===== config.mk =====
export PLATFORM = sky130hd
export DESIGN_NAME = html_entity_decode_space_collapse
export DESIGN_NICKNAME = d
export VERILOG_FILES = /design/src/hedsc_pkg.sv /design/src/hedsc_datapath.sv /design/src/hedsc_ctrl.sv /design/src/html_entity_decode_space_collapse.sv
export VERILOG_INCLUDE_DIRS = /design/src /design/src/src
export SDC_FILE = /design/constraint.sdc
export NUM_CORES = 1
export LEC_CHECK = 0
export BUFFER_PORTS_ARGS = -buffer_cell sky130_fd_sc_hd__buf_2
export CORE_MARGIN = 1.5
export CORE_UTILIZATION = 40
export DETAILED_ROUTE_END_ITERATION = 6
export HOLD_SLACK_MARGIN = 0.03
export PLACE_DENSITY_LB_ADDON = 0.25
export SYNTH_ARGS = -nofsm -noshare
export SYNTH_HDL_FRONTEND = slang
export SYNTH_SLANG_ARGS = --single-unit

===== constraint.sdc =====
create_clock -name clk -period 5.5 [get_ports clk]
set_clock_uncertainty 0.15 [all_clocks]
set_input_delay 0.275 -clock clk [delete_from_list [all_inputs] [get_ports clk]]
set_output_delay 0.275 -clock clk [all_outputs]
set_load 0.1 [all_outputs]

===== src/assert_macros.svh =====
// Assertion macros used by the decoder datapath.
`ifndef ASSERT_MACROS_SVH
`define ASSERT_MACROS_SVH

// Expression must hold at every clock edge out of reset.
`define ASSERT_ALWAYS(label, expr, msg) \
    label: assert property (@(posedge clk) disable iff (!rst_n) (expr)) else $error(msg);

// Consequent must hold in the same cycle as the antecedent.
`define ASSERT_IMPLY(label, ante, cons, msg) \
    label: assert property (@(posedge clk) disable iff (!rst_n) (ante) |-> (cons)) else $error(msg);

`endif


===== src/hedsc_pkg.sv =====
// Shared types, entity name table and command codes for the entity decoder.
`timescale 1ns / 1ps

package hedsc_pkg;

    localparam int NUM_NAMES    = 8;
    localparam int NAME_MAX_LEN = 4;
    localparam int MAX_RESULTS  = 12;
    localparam int CNT_W        = $clog2(MAX_RESULTS + 1);

    localparam logic [7:0] CHAR_AMP   = 8'h26;
    localparam logic [7:0] CHAR_SEMI  = 8'h3B;
    localparam logic [7:0] CHAR_SPACE = 8'h20;

    // entity names, first character at index 0
    localparam logic [7:0] NAME_CHAR [NUM_NAMES][NAME_MAX_LEN] = '{
        '{"a", "m", "p", 8'h00},
        '{"q", "u", "o", "t"},
        '{"l", "t", 8'h00, 8'h00},
        '{"g", "t", 8'h00, 8'h00},
        '{"a", "p", "o", "s"},
        '{"n", "b", "s", "p"},
        '{"#", "x", "2", "7"},
        '{"#", "3", "9", 8'h00}
    };

    localparam logic [2:0] NAME_LEN [NUM_NAMES] = '{
        3'd3, 3'd4, 3'd2, 3'd2, 3'd4, 3'd4, 3'd4, 3'd3
    };

    localparam logic [7:0] NAME_VALUE [NUM_NAMES] = '{
        8'h26, 8'h22, 8'h3C, 8'h3E, 8'h27, 8'h20, 8'h27, 8'h27
    };

    // byte source for a decode step, or a forced window failure
    localparam logic [1:0] MODE_INPUT = 2'd0;
    localparam logic [1:0] MODE_QUEUE = 2'd1;
    localparam logic [1:0] MODE_FORCE = 2'd2;

    typedef struct packed {
        logic       load;
        logic       step;
        logic       flush;
        logic [1:0] mode;
    } dp_cmd_t;

    typedef struct packed {
        logic queue_empty;
        logic in_entity;
        logic item_last;
        logic space_only;
        logic slot_ok;
        logic flush_ok;
    } dp_status_t;

endpackage


===== src/hedsc_datapath.sv =====
// Entity window, replay queue, whitespace folding and output registers.
`timescale 1ns / 1ps
`include "assert_macros.svh"

module hedsc_datapath #(
    parameter int MAX_ENTITY_SPAN = 10
) (
    input  logic                  clk,
    input  logic                  rst_n,
    input  hedsc_pkg::dp_cmd_t    cmd,
    output hedsc_pkg::dp_status_t status,
    input  logic [7:0]            in_byte,
    input  logic                  in_last,
    output logic                  out_valid,
    output logic [7:0]            out_byte,
    output logic                  out_byte_valid,
    output logic                  out_last,
    input  logic                  out_ready
);

    localparam int WIN_DEPTH = MAX_ENTITY_SPAN - 1;
    localparam int PW        = $clog2(MAX_ENTITY_SPAN);
    localparam int BUF_DEPTH = 1 << PW;
    localparam int CMP_W     = PW + 3;

    // held bytes of the open window followed by the replay queue, circular
    logic [7:0] win_mem [BUF_DEPTH];

    logic [7:0]                      item_byte_reg;
    logic                            item_last_reg;
    logic                            in_entity_reg, in_entity_next;
    logic [PW-1:0]                   wcount_reg, wcount_next;
    logic [hedsc_pkg::NUM_NAMES-1:0] cand_reg, cand_next;
    logic [PW-1:0]                   wstart_reg, wstart_next;
    logic [PW-1:0]                   rd_reg, rd_next;
    logic [PW-1:0]                   wr_reg, wr_next;
    logic                            pending_reg, pending_next;
    logic                            seen_reg, seen_next;
    logic [hedsc_pkg::CNT_W-1:0]     cnt_reg, cnt_next;
    logic                            hold_valid_reg, hold_valid_next;
    logic [7:0]                      hold_byte_reg, hold_byte_next;
    logic                            out_valid_reg, out_valid_next;
    logic [7:0]                      out_byte_reg, out_byte_next;
    logic                            out_bvalid_reg, out_bvalid_next;
    logic                            out_last_reg, out_last_next;
    logic [7:0]                      rd_data_reg;
    logic                            fwd_reg;
    logic [7:0]                      fwd_byte_reg;

    logic                            from_queue;
    logic                            force_fail;
    logic [7:0]                      queue_byte;
    logic [7:0]                      cur_byte;
    logic [PW-1:0]                   rd_inc;
    logic [PW-1:0]                   wcount_inc;
    logic [hedsc_pkg::NUM_NAMES-1:0] cand_upd;
    logic                            name_hit;
    logic [7:0]                      hit_value;

    logic                            dec_in_entity;
    logic [PW-1:0]                   dec_wcount;
    logic [hedsc_pkg::NUM_NAMES-1:0] dec_cand;
    logic [PW-1:0]                   dec_wstart;
    logic [PW-1:0]                   dec_rd;
    logic [PW-1:0]                   dec_wr;
    logic                            dec_wr_en;
    logic                            emit_req;
    logic [7:0]                      emit_char;

    logic                            emit_visible;
    logic                            space_only;
    logic [7:0]                      res_char;
    logic                            keep;
    logic                            out_free;
    logic                            out_push;
    logic                            mem_we;

    function automatic logic is_ws(input logic [7:0] c);
        return (c == 8'h20) || (c >= 8'h09 && c <= 8'h0D);
    endfunction

    // read data is registered at the address rd takes next; a byte written there is forwarded
    assign from_queue = (cmd.mode == hedsc_pkg::MODE_QUEUE);
    assign force_fail = (cmd.mode == hedsc_pkg::MODE_FORCE);
    assign queue_byte = fwd_reg ? fwd_byte_reg : rd_data_reg;
    assign cur_byte   = from_queue ? queue_byte : item_byte_reg;
    assign rd_inc     = rd_reg + PW'(1);
    assign wcount_inc = wcount_reg + PW'(1);

    // incremental name match, one candidate bit per entity name
    always_comb
    begin
        cand_upd  = '0;
        name_hit  = 1'b0;
        hit_value = '0;
        for (int i = 0; i < hedsc_pkg::NUM_NAMES; i++)
        begin
            if (cand_reg[i] && (CMP_W'(wcount_reg) < CMP_W'(hedsc_pkg::NAME_LEN[i])) &&
                (hedsc_pkg::NAME_CHAR[i][wcount_reg[1:0]] == cur_byte))
            begin
                cand_upd[i] = 1'b1;
            end
            if (cand_reg[i] && (CMP_W'(wcount_reg) == CMP_W'(hedsc_pkg::NAME_LEN[i])))
            begin
                name_hit  = 1'b1;
                hit_value = hedsc_pkg::NAME_VALUE[i];
            end
        end
    end

    // one decode step on cur_byte, or a forced window failure
    always_comb
    begin
        dec_in_entity = in_entity_reg;
        dec_wcount    = wcount_reg;
        dec_cand      = cand_reg;
        dec_wstart    = wstart_reg;
        dec_rd        = rd_reg;
        dec_wr        = wr_reg;
        dec_wr_en     = 1'b0;
        emit_req      = 1'b0;
        emit_char     = cur_byte;
        if (force_fail)
        begin
            emit_req      = 1'b1;
            emit_char     = hedsc_pkg::CHAR_AMP;
            dec_in_entity = 1'b0;
            dec_wcount    = '0;
            dec_rd        = wstart_reg;
        end
        else if (!in_entity_reg)
        begin
            dec_rd = from_queue ? rd_inc : rd_reg;
            if (cur_byte == hedsc_pkg::CHAR_AMP)
            begin
                dec_in_entity = 1'b1;
                dec_wcount    = '0;
                dec_cand      = '1;
                dec_wstart    = from_queue ? rd_inc : rd_reg;
            end
            else
            begin
                emit_req = 1'b1;
            end
        end
        else if (cur_byte == hedsc_pkg::CHAR_SEMI && name_hit)
        begin
            emit_req      = 1'b1;
            emit_char     = hit_value;
            dec_in_entity = 1'b0;
            dec_wcount    = '0;
            dec_rd        = from_queue ? rd_inc : rd_reg;
        end
        else
        begin
            dec_wcount = wcount_inc;
            dec_cand   = cand_upd;
            dec_rd     = rd_inc;
            if (!from_queue)
            begin
                dec_wr_en = 1'b1;
                dec_wr    = wr_reg + PW'(1);
            end
            if (cur_byte == hedsc_pkg::CHAR_SEMI || wcount_inc == PW'(WIN_DEPTH))
            begin
                emit_req      = 1'b1;
                emit_char     = hedsc_pkg::CHAR_AMP;
                dec_in_entity = 1'b0;
                dec_wcount    = '0;
                dec_rd        = wstart_reg;
            end
        end
    end

    assign emit_visible = emit_req && !is_ws(emit_char);
    assign space_only   = emit_visible && pending_reg;
    assign res_char     = space_only ? hedsc_pkg::CHAR_SPACE : emit_char;
    assign keep         = cmd.step && emit_visible &&
                          (cnt_reg < hedsc_pkg::CNT_W'(hedsc_pkg::MAX_RESULTS));
    assign out_free     = !out_valid_reg || out_ready;
    assign out_push     = (keep && hold_valid_reg) ||
                          (cmd.flush && (hold_valid_reg || item_last_reg));
    assign mem_we       = cmd.step && !space_only && dec_wr_en;

    always_comb
    begin
        status.queue_empty = (rd_reg == wr_reg);
        status.in_entity   = in_entity_reg;
        status.item_last   = item_last_reg;
        status.space_only  = space_only;
        status.slot_ok     = !(emit_visible &&
                               (cnt_reg < hedsc_pkg::CNT_W'(hedsc_pkg::MAX_RESULTS))) ||
                             !hold_valid_reg || out_free;
        status.flush_ok    = !(hold_valid_reg || item_last_reg) || out_free;
    end

    always_comb
    begin
        in_entity_next  = in_entity_reg;
        wcount_next     = wcount_reg;
        cand_next       = cand_reg;
        wstart_next     = wstart_reg;
        rd_next         = rd_reg;
        wr_next         = wr_reg;
        pending_next    = pending_reg;
        seen_next       = seen_reg;
        cnt_next        = cnt_reg;
        hold_valid_next = hold_valid_reg;
        hold_byte_next  = hold_byte_reg;
        out_valid_next  = out_valid_reg && !out_ready;
        out_byte_next   = out_byte_reg;
        out_bvalid_next = out_bvalid_reg;
        out_last_next   = out_last_reg;

        if (cmd.step)
        begin
            if (space_only)
            begin
                pending_next = 1'b0;
            end
            else
            begin
                in_entity_next = dec_in_entity;
                wcount_next    = dec_wcount;
                cand_next      = dec_cand;
                wstart_next    = dec_wstart;
                rd_next        = dec_rd;
                wr_next        = dec_wr;
                if (emit_req)
                begin
                    if (is_ws(emit_char))
                    begin
                        pending_next = pending_reg || seen_reg;
                    end
                    else
                    begin
                        pending_next = 1'b0;
                        seen_next    = 1'b1;
                    end
                end
            end
        end

        if (cmd.load)
        begin
            cnt_next = '0;
        end
        else if (keep)
        begin
            cnt_next = cnt_reg + hedsc_pkg::CNT_W'(1);
        end

        if (keep)
        begin
            hold_valid_next = 1'b1;
            hold_byte_next  = res_char;
            if (hold_valid_reg)
            begin
                out_valid_next  = 1'b1;
                out_byte_next   = hold_byte_reg;
                out_bvalid_next = 1'b1;
                out_last_next   = 1'b0;
            end
        end

        if (cmd.flush)
        begin
            hold_valid_next = 1'b0;
            if (hold_valid_reg || item_last_reg)
            begin
                out_valid_next  = 1'b1;
                out_byte_next   = hold_valid_reg ? hold_byte_reg : 8'h00;
                out_bvalid_next = hold_valid_reg;
                out_last_next   = item_last_reg;
            end
            if (item_last_reg)
            begin
                in_entity_next = 1'b0;
                wcount_next    = '0;
                pending_next   = 1'b0;
                seen_next      = 1'b0;
                rd_next        = '0;
                wr_next        = '0;
                wstart_next    = '0;
            end
        end
    end

    always_ff @(posedge clk)
    begin
        if (mem_we)
        begin
            win_mem[wr_reg] <= cur_byte;
            fwd_byte_reg    <= cur_byte;
        end
        rd_data_reg <= win_mem[rd_next];
    end

    always_ff @(posedge clk)
    begin
        if (cmd.load)
        begin
            item_byte_reg <= in_byte;
        end
        hold_byte_reg  <= hold_byte_next;
        out_byte_reg   <= out_byte_next;
        out_bvalid_reg <= out_bvalid_next;
        out_last_reg   <= out_last_next;
    end

    always_ff @(posedge clk or negedge rst_n)
    begin
        if (!rst_n)
        begin
            item_last_reg  <= 1'b0;
            in_entity_reg  <= 1'b0;
            wcount_reg     <= '0;
            cand_reg       <= '0;
            wstart_reg     <= '0;
            rd_reg         <= '0;
            wr_reg         <= '0;
            pending_reg    <= 1'b0;
            seen_reg       <= 1'b0;
            cnt_reg        <= '0;
            hold_valid_reg <= 1'b0;
            out_valid_reg  <= 1'b0;
            fwd_reg        <= 1'b0;
        end
        else
        begin
            if (cmd.load)
            begin
                item_last_reg <= in_last;
            end
            in_entity_reg  <= in_entity_next;
            wcount_reg     <= wcount_next;
            cand_reg       <= cand_next;
            wstart_reg     <= wstart_next;
            rd_reg         <= rd_next;
            wr_reg         <= wr_next;
            pending_reg    <= pending_next;
            seen_reg       <= seen_next;
            cnt_reg        <= cnt_next;
            hold_valid_reg <= hold_valid_next;
            out_valid_reg  <= out_valid_next;
            fwd_reg        <= mem_we && (wr_reg == rd_next);
        end
    end

    assign out_valid      = out_valid_reg;
    assign out_byte       = out_byte_reg;
    assign out_byte_valid = out_bvalid_reg;
    assign out_last       = out_last_reg;

    `ASSERT_ALWAYS(a_wcount_range, CMP_W'(wcount_reg) < CMP_W'(WIN_DEPTH), "window overflow")
    `ASSERT_IMPLY(a_closed_window_empty, !in_entity_reg, wcount_reg == '0, "stale window count")
    `ASSERT_ALWAYS(a_result_cap, cnt_reg <= hedsc_pkg::CNT_W'(hedsc_pkg::MAX_RESULTS), "count")
    `ASSERT_IMPLY(a_load_queue_empty, cmd.load, rd_reg == wr_reg, "item taken with replay pending")
    `ASSERT_IMPLY(a_out_no_overwrite, out_push, out_free, "output register overwritten")

endmodule


===== src/hedsc_ctrl.sv =====
// Sequencer for item intake, replay of held bytes and end-of-item flush.
`timescale 1ns / 1ps

module hedsc_ctrl (
    input  logic                  clk,
    input  logic                  rst_n,
    input  logic                  in_valid,
    output logic                  in_ready,
    output hedsc_pkg::dp_cmd_t    cmd,
    input  hedsc_pkg::dp_status_t status
);

    localparam logic [1:0] S_IDLE   = 2'd0;
    localparam logic [1:0] S_INPUT  = 2'd1;
    localparam logic [1:0] S_REPLAY = 2'd2;

    logic [1:0] state_reg, state_next;

    always_comb
    begin
        state_next = state_reg;
        in_ready   = 1'b0;
        cmd.load   = 1'b0;
        cmd.step   = 1'b0;
        cmd.flush  = 1'b0;
        cmd.mode   = hedsc_pkg::MODE_INPUT;
        unique case (state_reg)
            S_IDLE:
            begin
                in_ready = 1'b1;
                if (in_valid)
                begin
                    cmd.load   = 1'b1;
                    state_next = S_INPUT;
                end
            end
            S_INPUT:
            begin
                cmd.step = status.slot_ok;
                if (status.slot_ok && !status.space_only)
                begin
                    state_next = S_REPLAY;
                end
            end
            S_REPLAY:
            begin
                if (!status.queue_empty)
                begin
                    cmd.mode = hedsc_pkg::MODE_QUEUE;
                    cmd.step = status.slot_ok;
                end
                else if (status.item_last && status.in_entity)
                begin
                    cmd.mode = hedsc_pkg::MODE_FORCE;
                    cmd.step = status.slot_ok;
                end
                else
                begin
                    cmd.flush = status.flush_ok;
                    if (status.flush_ok)
                    begin
                        in_ready = 1'b1;
                        if (in_valid)
                        begin
                            cmd.load   = 1'b1;
                            state_next = S_INPUT;
                        end
                        else
                        begin
                            state_next = S_IDLE;
                        end
                    end
                end
            end
            default:
            begin
                state_next = S_IDLE;
            end
        endcase
    end

    always_ff @(posedge clk or negedge rst_n)
    begin
        if (!rst_n)
        begin
            state_reg <= S_IDLE;
        end
        else
        begin
            state_reg <= state_next;
        end
    end

endmodule


===== src/html_entity_decode_space_collapse.sv =====
// Top level: streaming HTML entity decoder with whitespace folding.
// Each result of an item waits in a holding register for the next result or the end of the
// item. Each item takes a decode step, plus an extra step for each replayed byte after a
// failed entity, each owed space and each window closed at the end of a string; the next
// item is taken no earlier than the flush of this one; a stalled output stalls the input.
// Reset: rst_n clears all control state at once; the entity window is not cleared.
`timescale 1ns / 1ps

module html_entity_decode_space_collapse #(
    parameter int MAX_ENTITY_SPAN = 10
) (
    input  logic       clk,
    input  logic       rst_n,
    input  logic       s_axis_tvalid,
    output logic       s_axis_tready,
    input  logic [7:0] s_axis_tdata,   // [7:0] in_byte
    input  logic       s_axis_tlast,
    output logic       m_axis_tvalid,
    input  logic       m_axis_tready,
    output logic [7:0] m_axis_tdata,   // [7:0] out_byte
    output logic       m_axis_tuser,   // [0] byte_valid
    output logic       m_axis_tlast
);

    hedsc_pkg::dp_cmd_t    cmd;
    hedsc_pkg::dp_status_t status;

    hedsc_ctrl u_ctrl (
        .clk      (clk),
        .rst_n    (rst_n),
        .in_valid (s_axis_tvalid),
        .in_ready (s_axis_tready),
        .cmd      (cmd),
        .status   (status)
    );

    hedsc_datapath #(
        .MAX_ENTITY_SPAN (MAX_ENTITY_SPAN)
    ) u_datapath (
        .clk            (clk),
        .rst_n          (rst_n),
        .cmd            (cmd),
        .status         (status),
        .in_byte        (s_axis_tdata),
        .in_last        (s_axis_tlast),
        .out_valid      (m_axis_tvalid),
        .out_byte       (m_axis_tdata),
        .out_byte_valid (m_axis_tuser),
        .out_last       (m_axis_tlast),
        .out_ready      (m_axis_tready)
    );

endmodule

# ---- After elaboration in Yosys (flattened, before gate mapping)
# Memory sizes are Yosys's and may differ from the RTL's. A register that Yosys moved wholly into a read port is not among the register bits.
# Index checks and enable logic that the tools add are counted.
# W data, S select, Z words.
dict set report totals {
  n_memories 1
  output_inout_bits 12
  register_bits 71
  ramBits 128
  elab_cells 287
  input_bits 13
}
dict set report op_classes {
  n_eq_ne 27
  n_bitwise 3
  addsub 4
  n_reduce_logical 58
  n_lt_le_gt_ge 7
  n_mux 167
}
# memory depth word_bits read_ports rd_clocked_by_memory_dff wr line_no
set mem_list {}
lappend mem_list {u_datapath.win_mem 16 8 1 1 1 hedsc_datapath.sv:27} ;# logic [7:0] win_mem [BUF_DEPTH];
# op n
set op_table {}
lappend op_table {{$mux W8} 30}
lappend op_table {{$mux W4} 35}
lappend op_table {{$bmux W8 S2} 8}
lappend op_table {{$mux W1} 74}
lappend op_table {{$eq A8 B8 Y1} 8}
lappend op_table {{$mux W6} 8}
lappend op_table {{$logic_and A1 B1 Y1} 37}
lappend op_table {{$eq A8 B6 Y1 const B} 3}
lappend op_table {{$add A4 B1 Y4 const B} 4}
lappend op_table {{$mux W2} 7}
lappend op_table {{$reduce_and A5 Y1} 2}
lappend op_table {{$eq A4 B2 Y1 const B} 2}
lappend op_table {{$eq A4 B4 Y1} 2}
lappend op_table {{$ge A8 B4 Y1 const B} 1}
lappend op_table {{$le A8 B4 Y1 const B} 1}
lappend op_table {{$logic_or A1 B1 Y1} 8}
lappend op_table {{$lt A4 B2 Y1 const B} 2}
lappend op_table {{$logic_not A1 Y1} 7}
lappend op_table {{$ne A2 B1 Y1 const B} 3}
lappend op_table {{$ne A2 B2 Y1 const B} 3}
lappend op_table {{$pmux W1 S2} 3}
lappend op_table {{$pmux W2 S3} 1}
lappend op_table {{$reduce_bool A2 Y1} 3}
lappend op_table {{$eq A2 B1 Y1 const B} 2}
lappend op_table {{other kinds (10)} 12}

# ---- Depth between registers and ports, before layout
# Gate-level depths: netlist (run 1).
dict set report depth {
  depth_word 31
  depth_mapped 19
  depth_no_buf 18
}

# ---- Cells and area by module
# From an unflattened synthesis (run 1), not the netlist that was laid out.
dict set report unflattened {
  cells_unflattened 814
  area_unflattened_um2 10004.6
}
# mod area_per_inst_um2 cells_each seq_area_each_um2 n_inst
set by_module_without_submodules {}
lappend by_module_without_submodules {hedsc_datapath 9763.1 788 5800.6 1}
lappend by_module_without_submodules {hedsc_ctrl 241.5 26 50.0 1}

# ---- Worst setup path before layout (run 1)
# No wires, ideal clock.
dict set report synth_timing {
  path_kind {flip-flop to flip-flop}
  start {register u_datapath.wcount_reg[0]}
  end {memory u_datapath.win_mem[2][0], enable pin}
  arrival_time_ns 4.437
  slack_ns 0.581
  synth_period_minus_slack_ns 4.919
  path_buffers 2
  path_stages_with_launch 16
  t_required_ns 5.018
  setup_time_ns 0.332
  path_cell_list {dfrtp_1 -> inv_1 -> ha_1 -> buf_4 -> or3b_2 -> o221a_1 -> a2111oi_2 -> nand3b_1 -> a311oi_2 -> nand3b_1 -> mux2i_2 -> o311ai_4 -> buf_2 -> nor4_4 -> and2b_1 -> and3b_1}
}
dict set report synth_via {
  elab_chain_cells 30
  word_cells_on_any_way 62
  classes_between {add/sub (1); order compare (2); eq/ne (5); mux (32); reduce/logical (22)}
}
# item line_no
set synth_lines {}
lappend synth_lines {{from (decl)} hedsc_datapath.sv:32} ;# logic [PW-1:0] wcount_reg, wcount_next;
lappend synth_lines {{from (signal assigned)} hedsc_datapath.sv:336} ;# wcount_reg <= wcount_next;
lappend synth_lines {{$eq A4 B2 Y1} hedsc_datapath.sv:103} ;# if (cand_reg[i] && (CMP_W'(wcount_reg) == CMP_W'(hedsc_pkg::NAME_LEN[i])))
lappend synth_lines {{$logic_and A1 B1 Y1} hedsc_datapath.sv:103}
lappend synth_lines {{$mux W1 (8 in series)} hedsc_datapath.sv:103}
lappend synth_lines {{$logic_and A1 B1 Y1} hedsc_datapath.sv:146} ;# else if (cur_byte == hedsc_pkg::CHAR_SEMI && name_hit)
lappend synth_lines {{$mux W8} hedsc_datapath.sv:146}
lappend synth_lines {{$mux W8} hedsc_datapath.sv:131} ;# else if (!in_entity_reg)
lappend synth_lines {{$mux W8} hedsc_datapath.sv:123} ;# if (force_fail)
lappend synth_lines {{$ge A8 B4 Y1 or $le A8 B4 Y1 (tied branches)} hedsc_datapath.sv:79} ;# return (c == 8'h20) || (c >= 8'h09 && c <= 8'h0D);
lappend synth_lines {{[8 not listed]} -}
lappend synth_lines {{$mux W1} hedsc_ctrl.sv:52} ;# else if (status.item_last && status.in_entity)
lappend synth_lines {{$mux W1} hedsc_ctrl.sv:47} ;# if (!status.queue_empty)
lappend synth_lines {{$pmux W1 S2} hedsc_ctrl.sv:27} ;# unique case (state_reg)
lappend synth_lines {{$logic_and A1 B1 Y1} hedsc_datapath.sv:183} ;# assign mem_we = cmd.step && !space_only && dec_wr_en;
lappend synth_lines {{$logic_and A1 B1 Y1 (*)} hedsc_datapath.sv:183}
lappend synth_lines {{named net u_datapath.mem_we} hedsc_datapath.sv:76} ;# logic mem_we;
lappend synth_lines {{$mux W1 (*)} hedsc_datapath.sv:291} ;# if (mem_we)
lappend synth_lines {{$mux W1 (not written as such) (*)} hedsc_datapath.sv:293} ;# win_mem[wr_reg] <= cur_byte;
lappend synth_lines {{to (decl)} hedsc_datapath.sv:27}
# The timed path passes the listed nets; every way through them passes the cells marked *.

# ---- Worst setup path after layout (run 1)
dict set report layout_timing {
  start {register u_datapath.wcount_reg[0]}
  end {register u_datapath.rd_data_reg[1] (read register of u_datapath.win_mem)}
}
dict set report layout_via {
  elab_chain_cells 29
  word_cells_on_any_way 62
  classes_between {add/sub (1); order compare (2); eq/ne (5); mux (35); reduce/logical (19)}
}
# item line_no
set layout_lines {}
lappend layout_lines {{$eq A4 B2 Y1} hedsc_datapath.sv:103}
lappend layout_lines {{$logic_and A1 B1 Y1} hedsc_datapath.sv:103}
lappend layout_lines {{$mux W1 (8 in series)} hedsc_datapath.sv:103}
lappend layout_lines {{$logic_and A1 B1 Y1} hedsc_datapath.sv:146}
lappend layout_lines {{$mux W8} hedsc_datapath.sv:146}
lappend layout_lines {{$mux W8} hedsc_datapath.sv:131}
lappend layout_lines {{$mux W8} hedsc_datapath.sv:123}
lappend layout_lines {{$ge A8 B4 Y1 or $le A8 B4 Y1 (tied branches)} hedsc_datapath.sv:79}
lappend layout_lines {{[6 not listed]} -}
lappend layout_lines {{$logic_or A1 B1 Y1} hedsc_datapath.sv:192} ;# (cnt_reg < hedsc_pkg::CNT_W'(hedsc_pkg::MAX_RESULTS))) ||
lappend layout_lines {{$logic_or A1 B1 Y1} hedsc_datapath.sv:193} ;# !hold_valid_reg || out_free;
lappend layout_lines {{$mux W1} hedsc_ctrl.sv:52}
lappend layout_lines {{$mux W1} hedsc_ctrl.sv:47}
lappend layout_lines {{$pmux W1 S2} hedsc_ctrl.sv:27}
lappend layout_lines {{$mux W4 (*)} hedsc_datapath.sv:215} ;# if (cmd.step)
lappend layout_lines {{$mux W4} hedsc_datapath.sv:276} ;# if (item_last_reg)
lappend layout_lines {{$mux W4 (*)} hedsc_datapath.sv:266} ;# if (cmd.flush)
lappend layout_lines {{to (decl)} hedsc_datapath.sv:46} ;# logic [7:0] rd_data_reg;
# Mark *: on every way between the ends. The rest lies on a longest branch, timed or not.
# A chain may end at the register's enable or synchronous reset.

==> flow_summary.ini, run 1 <==
[power_and_ir_drop]
p_per_area_mw_per_mm2 = 496
power.static_leakage_nw = 4.14
ir_drop_mv = 0.441

[routing]
num_vias = 6756
finalWirelength_um = 24900
drt_iter0_markers = 590
avgRoutedWirePerCell_um = 20.5
ant_nets = 0
drt_pass1_iterations = 5
via_per_inst = 5.57
drc = 0

[placed_design]
place_congestion = 0.894
portBuffers = 24
dpl-instance-area_mm2 = 0.0106
dp_hpwl_um = 17200

[critical_path]
cp_data_required_time_ns = 5.82
cp_slowest_cell = o311ai_4
crit_path_frequent_cell = nand3b_1
path_class = reg -> reg
critPathMaxStageDelay_ns = 0.53
r2r_end = u_datapath.rd_data_reg[1]$_DFF_P_
path_cells = inv_1 -> ha_1 -> or3b_2 -> o221a_1 -> a2111oi_2 -> nand3b_1 -> a311oi_2 -> nand3b_1 -> mux2i_2 -> o311ai_4 -> mux2i_4 -> buf_12 -> mux2i_1 -> a22o_1 -> a221oi_1 -> and3_1
crit_buf_inv = 2
critPathTopFamily = compound AO/OA/AOI/OAI gates
worstSetupStartpointType = flop
reg2reg_setup_slack_ns = 0.23
reg2reg_from = u_datapath.wcount_reg[0]$_DFF_PN0_
reg2reg_depth = 16
critPathArrivalTime_ns = 5.59
worst-path-max-fanout = 37
crit_path_end_kind = flop
cp.depth = 16

[job]
max_cap_viol_count = 0

[yosys]
ys_types = 80
postSynth.asyncResetShare_pct = 17.9
avgSynthCellArea_um2 = 12.4
ys_ff_latch = 207
syn_inst = 815
yosys.area.top_type = edfxtp_1
synth-seq-area-share_pct = 58.1
syn_nets = 842
synthTopCellsByArea = edfxtp_1 45%, mux2i_1 9.6%, dfrtp_1 9.2%
yosys.area.top_type_share_pct = 45.3
synth_edf_count = 152
yosys_warnings = 0
synth.cell_area_mm2 = 0.0101
ys.flop_type = edfxtp_1

[sta]
min_period_ns = 5.27
fmax_mhz = 190
rsz0062_at_grt = false
fin_crit_sh_pct = 95.8
maxSlewViolCount = 0
fin_setup_tns_ns = 0
tightest_slew_ns = 1.03
finalSetupViolCount = 0
hold_viol_final = 0
max_slew_margin_pct = 31.3

[finish]
final_cell_area_mm2 = 0.0116
final-seq-area_mm2 = 0.00585
final_util_pct = 47.3
largest_reg_flops = 128
area_growth_pct = 15.2
finalNetCount = 899
nFillCells = 2207
top_register = u_datapath.win_mem
multiInputGateArea_mm2 = 0.00394
antennaDiodeCount = 0
drive_above_1_share_pct = 14.1

[clocking]
ctsLongestPathBuffers = 3
cts_sinks = 207
cts-root-buf = clkbuf_16
worst_skew_pair.late_latency_ns = 0.53
htree_levels = 1
cts-buffers-inserted = 24
path_clk_slew_ns = 0.06
cts_tree = done

[floorplan]
dieWidth_um = 162
die_h_um = 162
pin_count = 25
coreArea_mm2 = 0.0245
rows = 57
design.die.area_mm2 = 0.0261
initial_utilization_pct = 41.0

[global_routing]
antenna_found_initial = 0
use_met2_pct = 28.7
grt_busiest_layer = met2
gr-total-overflow = 0
grt_pass1_vias = 6512
grt_util_all_layers_pct = 19.1
grt_max_degree = 38
grt_pass1_wl_um = 38500
grt_util_met3_pct = 3.37
grt.met1_usage_pct = 28.4

[run_status]
status = complete, no violations

[min_path]
min_path_type = in -> async
## cell families after synthesis
family	after synthesis	synth area share, %
xor+xnor	38	3.31
compound gates	137	10.1
mux	105	10.6
buf+inv	62	3.07
flops	207	58.1
simple gates	252	13.1
fa+ha+maj	14	1.74
## timing repair
item,4_1_cts,5_1_grt
setup endpoints to repair,0,16
hold buffers,12,0
hold endpoints to repair,48,0
gates resized for setup,0,1
buffers inserted,0,2
## cell usage after synthesis, types with 4 or more instances
library cell,n
edfxtp_1,152
mux2i_1,97
nor2_1,66
nand2_1,63
dfrtp_1,37
a21oi_1,32
xnor2_1,26
a22oi_1,21
and3_1,20
inv_1,20
dfxtp_1,18
clkbuf_1,16
o21ai_0,16
and2_1,15
nand3_1,15
ha_1,14
xor2_1,12
nand4_1,11
buf_2,10
nor3_1,10
nand3b_1,8
a22o_1,7
nor4_1,6
a221oi_1,5
and3b_1,5
buf_6,5
mux2_2,5
a211oi_1,4
a21o_1,4
a31oi_1,4
buf_4,4
nand2b_1,4
nor2b_1,4
o21a_1,4
o22ai_1,4
## worst max path at each step
stage / startpoint / end
final: u_datapath.wcount_reg[0]$_DFF_PN0_ / u_datapath.rd_data_reg[1]$_DFF_P_
after CTS: u_datapath.wcount_reg[1]$_DFF_PN0_ / u_datapath.rd_data_reg[1]$_DFF_P_
after detailed placement: u_datapath.wcount_reg[1]$_DFF_PN0_ / u_datapath.rd_data_reg[1]$_DFF_P_
after global placement: u_datapath.wcount_reg[1]$_DFF_PN0_ / u_datapath.rd_data_reg[1]$_DFF_P_
after floorplan: u_datapath.wcount_reg[0]$_DFF_PN0_ / u_datapath.win_mem[2][0]$_DFFE_PP_
after global routing: u_datapath.wcount_reg[0]$_DFF_PN0_ / u_datapath.rd_data_reg[4]$_DFF_P_
## metal layers
layer	part of all wire [%]	up-vias
li1	-	3170
met3	6.9	35
met5	0	-
met4	2.2	0
met2	44	245
met1	47	3306
## layout make-up
class	count	area share (%)
repair buffers	69	4.42
multi-input cells	547	34.0
well taps	324	3.49
flip-flops and latches	207	50.4
clock inverters	16	1.61
clock buffers	27	5.36
inverters	23	0.744
## stage by stage
step | power [mW] | setup slack, ns | instances | hold WS [ns]
CTS | 5.76 | 0.0756 | 1210 | 0.285
finish | 5.75 | 0.231 | 1213 | 0.261
floorplan | 3.62 | 0.581 | 815 | -0.171
detailed placement | 4.15 | 0.102 | 1155 | 0.281
global route | 6.02 | 0.0366 | 1213 | 0.307
global placement | 4.13 | 0.212 | 1155 | 0.280
## worst register-to-register path, cell delays in order (launching register included)
cell	delay (ns)
dfrtp_1	0.50
inv_1	0.21
ha_1	0.19
or3b_2	0.48
o221a_1	0.30
a2111oi_2	0.34
nand3b_1	0.13
a311oi_2	0.37
nand3b_1	0.15
mux2i_2	0.24
o311ai_4	0.53
mux2i_4	0.40
buf_12	0.29
mux2i_1	0.18
a22o_1	0.26
a221oi_1	0.30
and3_1	0.21
## power by group
part	total, mW	switching [mW]	internal [mW]
clock	1.60	0.640	0.960
sequential	2.15	0.176	1.98
combinational	2.00	1.33	0.670
total	5.75	2.15	3.61
## cell usage in the layout (no fill, tap or decap), types with 5 or more instances in the layout
master / count
nand3_1: 15
edfxtp_1: 152
a21oi_1: 32
ha_1: 13
a22o_1: 7
o21ai_0: 15
dfxtp_1: 18
nor3_1: 10
buf_4: 31
nand2_1: 63
clkinv_1: 5
dfrtp_1: 37
nor4_1: 6
mux2_2: 5
nor2_1: 65
nand4_1: 11
inv_1: 20
mux2i_1: 97
nand3b_1: 8
and3_1: 20
a221oi_1: 5
clkbuf_16: 24
and3b_1: 5
and2_1: 15
xnor2_1: 26
buf_2: 24
a22oi_1: 21
dlygate4sd3_1: 12
xor2_1: 12
Note: power is estimated with default switching activity, not from simulation.
==> inputs of run 2 (changes only) <==
ABC_AREA = 1   (was not set)
==> run 2 against run 1 <==
Via count is 26% higher; critical endpoint is now u_datapath.rd_data_reg[2]$_DFF_P_; largest cell class unchanged; count of clock-buffer cells in the layout increased by 6; non-clock buffer count up 4.
==> flow_summary.ini, run 2 <==
[sta]
fin_setup_tns_ns = 0
min_period_ns = 5.01
hold_viol_final = 0
maxSlewViolCount = 0
tightest_slew_ns = 0.909
fin_crit_sh_pct = 91.2
finalSetupViolCount = 0
max_slew_margin_pct = 39.4
rsz0062_at_grt = false
fmax_mhz = 199

[routing]
finalWirelength_um = 28200
via_per_inst = 5.36
num_vias = 8543
drc = 0
drt_iter0_markers = 780
ant_nets = 0
avgRoutedWirePerCell_um = 17.7
drt_pass1_iterations = 5

[floorplan]
die_h_um = 167
design.die.area_mm2 = 0.0277
dieWidth_um = 167
coreArea_mm2 = 0.0261
initial_utilization_pct = 40.9
pin_count = 25
rows = 59

[critical_path]
crit_path_end_kind = flop
reg2reg_depth = 24
reg2reg_setup_slack_ns = 0.49
startpoint = u_datapath.wr_reg[0]$_DFF_PN0_
worstSetupStartpointType = flop
crit_buf_inv = 4
cp.depth = 24
path_cells = inv_2 -> nand2_1 -> nand2_1 -> nor2_1 -> nand2_2 -> inv_1 -> nand2_1 -> inv_2 -> nor3_1 -> nand3_1 -> a21oi_1 -> nand2_1 -> nand2_1 -> nand3_1 -> o211ai_2 -> nand2_4 -> nand2_2 -> nand3_2 -> buf_12 -> nand2_1 -> nand3_1 -> nand3_1 -> nand3_1 -> nand2_1
reg2reg_from = u_datapath.wr_reg[0]$_DFF_PN0_
endpoint = u_datapath.rd_data_reg[2]$_DFF_P_
critPathTopFamily = simple AND/OR/NAND/NOR gates
path_class = reg -> reg
crit_path_frequent_cell = nand2_1
critPathMaxStageDelay_ns = 0.47
cp_data_required_time_ns = 5.82
cp_slowest_cell = dfrtp_1
r2r_end = u_datapath.rd_data_reg[2]$_DFF_P_
critPathArrivalTime_ns = 5.33
worst-path-max-fanout = 48

[clocking]
path_clk_slew_ns = 0.06
postCtsSetupRepairBufs = 0
cts_tree = done
cts-buffers-inserted = 23
htree_levels = 1
cts_sinks = 207
cts-root-buf = clkbuf_16
ctsLongestPathBuffers = 3
worst_skew_pair.late_latency_ns = 0.53

[min_path]
min_path_type = in -> async

[power_and_ir_drop]
power.static_leakage_nw = 5.40
ir_drop_mv = 0.369
p_per_area_mw_per_mm2 = 656

[finish]
largest_reg_flops = 128
final_cell_area_mm2 = 0.0121
finalNetCount = 1268
antennaDiodeCount = 0
area_growth_pct = 13.2
mostFrequentLayoutCell = nand2_1
final_cell_mix = 216 x nand2_1, 208 x inv_1, 152 x edfxtp_1
nFillCells = 2562
top_register = u_datapath.win_mem
drive_above_1_share_pct = 11.2

[yosys]
ys.flop_type = edfxtp_1
yosysMostFrequentCell = nand2_1
yosys.area.top_type_share_pct = 42.7
synth.cell_area_mm2 = 0.0107
synthTopCellsByArea = edfxtp_1 43%, dfrtp_1 8.7%, nand2_1 7.6%
syn_nets = 1223
yosys.area.top_type = edfxtp_1
synth_commonest_cells = 217 x nand2_1, 208 x inv_1, 152 x edfxtp_1
postSynth.asyncResetShare_pct = 17.9
ys_ff_latch = 207
ys_types = 45
avgSynthCellArea_um2 = 8.94
syn_inst = 1196
synth_edf_count = 152
synth-seq-area-share_pct = 54.7
yosys_warnings = 0

[job]
max_cap_viol_count = 0

[global_routing]
grt_pass1_wl_um = 44800
grt_pass1_vias = 8096
grt_util_all_layers_pct = 20.4
gr-total-overflow = 0
grt_max_degree = 65
antenna_found_initial = 0

[placed_design]
place_congestion = 0.883
dpl-instance-area_mm2 = 0.0112
portBuffers = 24
dp_hpwl_um = 18500

[run_status]
status = complete, no violations
run 2: through the flow:
step | setup slack (ns) | util [%] | hold slack [ns] | power, mW | std cells
after detailed placement | 0.567 | 43.0 | 0.304 | 6.39 | 1539
after global placement | 0.563 | 43.0 | 0.302 | 6.36 | 1539
after floorplan | 1.35 | - | -0.171 | 5.26 | 1196
after CTS | 0.537 | 46.3 | 0.292 | 7.95 | 1593
after global routing | 0.0493 | 46.3 | 0.307 | 8.47 | 1593
final | 0.486 | 46.3 | 0.266 | 7.94 | 1593
run 2: metal layers:
metal / GRT usage (%) / vias up / wire length, um
li1: - / 4105 / -
met1: 28.6 / 4100 / 12900
met2: 33.1 / 298 / 13100
met3: 2.64 / 40 / 1620
met4: 6.05 / 0 / 569
met5: 0 / - / 0
run 2: where the power goes:
part | switching, mW | internal, mW
logic | 2.96 | 1.11
registers | 0.182 | 2.15
clock network | 0.641 | 0.897
total | 3.79 | 4.15
run 2: worst min path at each step:
stage,start,slack (ns),end,cells after the start
after global routing,s_axis_tdata[7],0.31,u_datapath.item_byte_reg[7]$_DFFE_PP_,2
after detailed placement,s_axis_tdata[6],0.30,u_datapath.item_byte_reg[6]$_DFFE_PP_,1
final,rst_n,0.27,u_datapath.hold_valid_reg$_DFFE_PN0P_,2
after global placement,s_axis_tdata[2],0.30,u_datapath.item_byte_reg[2]$_DFFE_PP_,1
after floorplan,rst_n,-0.17,u_ctrl.state_reg[0]$_DFFE_PN0P_,0
after CTS,rst_n,0.29,u_datapath.hold_valid_reg$_DFFE_PN0P_,2
run 2: worst reg2reg max path, delay by kind of cell, from the launching register on:
family | cells | cell delay (ns)
AO/OA/AOI/OAI | 2 | 0.47
buffers and inverters | 4 | 0.87
flip-flops | 1 | 0.47
AND/OR/NAND/NOR | 18 | 3.02
run 2: area by class of cell:
type	count	area (um^2)	area share, %
clock inverters	9	92.6	0.765
inverters	223	837	6.91
well taps	335	419	3.46
multi-input cells	713	3710	30.7
flip-flops and latches	207	5850	48.3
repair buffers	73	531	4.38
clock buffers	33	664	5.49
run 2: cell families after synthesis:
family,after synthesis,synth area share [%]
fa+ha+maj,14,1.64
simple gates,556,24.7
flops,207,54.7
xor+xnor,16,1.31
compound gates,127,6.92
buf+inv,276,10.7
run 2: repair_timing:
item | in CTS | in global routing
endpoints found under the hold margin | 50 | 0
hold buffers | 12 | 0
endpoints found under the setup margin | 0 | 3
gates resized for setup | 0 | 1
==> inputs of run 3 (changes only) <==
CORE_UTILIZATION = 47   (was 40)
clock period = 4.6 ns   (was 5.5 ns; I/O delays follow)
==> run 3 against run 2 <==
First-iteration DRC count down 9.6%; utilization up 7.7 points; sequential share of layout area down 0.20 points; via count about the same.
==> flow_summary.ini, run 3 (synthesis results as in run 2) <==
[power_and_ir_drop]
ir_drop_mv = 0.512
power.static_leakage_nw = 5.46
p_per_area_mw_per_mm2 = 785

[floorplan]
coreArea_mm2 = 0.0225
design.die.area_mm2 = 0.0237
rows = 55
die_h_um = 154
pin_count = 25
initial_utilization_pct = 47.5
dieWidth_um = 154

[clocking]
cts-root-buf = clkbuf_16
htree_levels = 1
path_clk_slew_ns = 0.06
postCtsSetupRepairBufs = 0
ctsLongestPathBuffers = 3
cts_sinks = 207
cts-buffers-inserted = 24
worst_skew_pair.late_latency_ns = 0.52
cts_tree = done

[critical_path]
critPathArrivalTime_ns = 4.28
path_class = reg -> reg
worstSetupStartpointType = flop
worst-path-max-fanout = 21
cp_data_required_time_ns = 4.68
crit_path_end_kind = flop

[sta]
maxSlewViolCount = 0
hold_viol_final = 0
rsz0062_at_grt = false
fin_ws_ns = 0.405
fin_setup_tns_ns = 0
hold_slack_ns = 0.240
fin_crit_sh_pct = 91.2
min_period_ns = 4.19
max_slew_margin_pct = 38.8
fmax_mhz = 238
finalSetupViolCount = 0
tightest_slew_ns = 0.917

[finish]
mostFrequentLayoutCell = nand2_1
top_register = u_datapath.win_mem
layout.cells.non_filler = 1554
antennaDiodeCount = 0
drive_above_1_share_pct = 12.2
final_cell_mix = 216 x nand2_1, 208 x inv_1, 152 x edfxtp_1
largest_reg_flops = 128
finalNetCount = 1278
area_growth_pct = 13.7

[placed_design]
portBuffers = 24
place_congestion = 0.960
dp.cells = 1498
dp_hpwl_um = 18400
pre_cts_slack_ns = 0.212

[global_routing]
gr-total-overflow = 0
grt_util_all_layers_pct = 24.1
grt_pass1_wl_um = 44500
grt_pass1_vias = 8133
antenna_found_initial = 0
grt_max_degree = 67

[job]
max_cap_viol_count = 0

[routing]
drc = 0
num_vias = 8545
avgRoutedWirePerCell_um = 17.9
via_per_inst = 5.50
ant_nets = 0
finalWirelength_um = 27900
drt_pass1_iterations = 5
drt_iter0_markers = 705

[min_path]
min_path_type = in -> async

[run_status]
status = complete, no violations
[run 3: changes by cell type in the layout (fill, tap and decap cells not counted), sizes merged]
cell	delta
buf	+9
clkbuf	+5
inv	-4
clkinv	+1
[run 3: repair_timing]
item / in CTS / in global routing
endpoints found under the hold margin: 50 / 0
hold buffers: 12 / 0
setup endpoints to repair: 0 / 148
gates resized for setup: 0 / 5
[run 3: report_power, final]
part / total (mW) / leakage, nW / internal (mW) / switching (mW)
sequential: 2.81 / 1.97 / 2.57 / 0.239
clock: 1.83 / 0.379 / 1.10 / 0.728
combinational: 4.90 / 3.11 / 1.38 / 3.52
[run 3: layer usage]
| layer | wire length (um) | GRT usage (%) | up-vias |
|---|---|---|---|
| met5 | 0 | 0 | - |
| met4 | 763 | 7.21 | 0 |
| met3 | 1920 | 4.54 | 59 |
| met2 | 12900 | 38.2 | 296 |
| met1 | 12300 | 33.7 | 4070 |
| li1 | - | - | 4120 |
[run 3: area by class of cell]
class,instances,area [um^2]
Clock inverter,6,70.1
Sequential cell,207,5850
Clock buffer,38,703
Tap cell,285,357
Inverter,223,838
Multi-Input combinational cell,713,3720
Fill cell,2092,10300
Timing Repair Buffer,82,623
[run 3: path summary, 6_finish.rpt]
path	from	to	slack, ns	depth (start not counted)
min in group clk	s_axis_tdata[5]	u_datapath.item_byte_reg[5]$_DFFE_PP_	0.28	2
max reg2reg	u_datapath.wr_reg[2]$_DFF_PN0_	u_datapath.win_mem[4][1]$_DFFE_PP_	0.41	24
min	rst_n	u_datapath.out_valid$_DFF_PN0_	0.24	2
max	u_datapath.wr_reg[2]$_DFF_PN0_	u_datapath.win_mem[4][1]$_DFFE_PP_	0.41	24
max in group asynchronous	rst_n	u_datapath.wcount_reg[1]$_DFF_PN0_	3.43	2
min reg2reg	u_datapath.cnt_reg[2]$_DFFE_PN0P_	u_datapath.cnt_reg[2]$_DFFE_PN0P_	0.35	1
[run 3: through the flow]
| step | power, mW | util (%) | instance area [um^2] |
|---|---|---|---|
| after floorplan | 6.29 | - | 10700 |
| after global placement | 7.66 | 50.0 | 11300 |
| after detailed placement | 7.68 | 50.0 | 11300 |
| after CTS | 9.54 | 54.0 | 12100 |
| after global routing | 10.2 | 54.0 | 12200 |
| final | 9.55 | 54.0 | 12200 |
[run 3: critical path: stages (launching register included)]
cell,delay [ns]
dfrtp_1,0.47
inv_2,0.10
nand2_1,0.08
nand2_1,0.06
nor2_2,0.11
nand2_2,0.08
nand2_4,0.21
nand2_1,0.14
nand2_2,0.09
nand2_2,0.12
nor2_4,0.12
nand2_2,0.09
nand2_4,0.10
nand2_4,0.08
nand2_2,0.11
a21oi_1,0.09
buf_4,0.15
o21bai_1,0.13
nand3_1,0.12
o211ai_2,0.16
nand2_4,0.14
nor3_4,0.28
nand2_1,0.20
nor2_1,0.30
buf_4,0.22
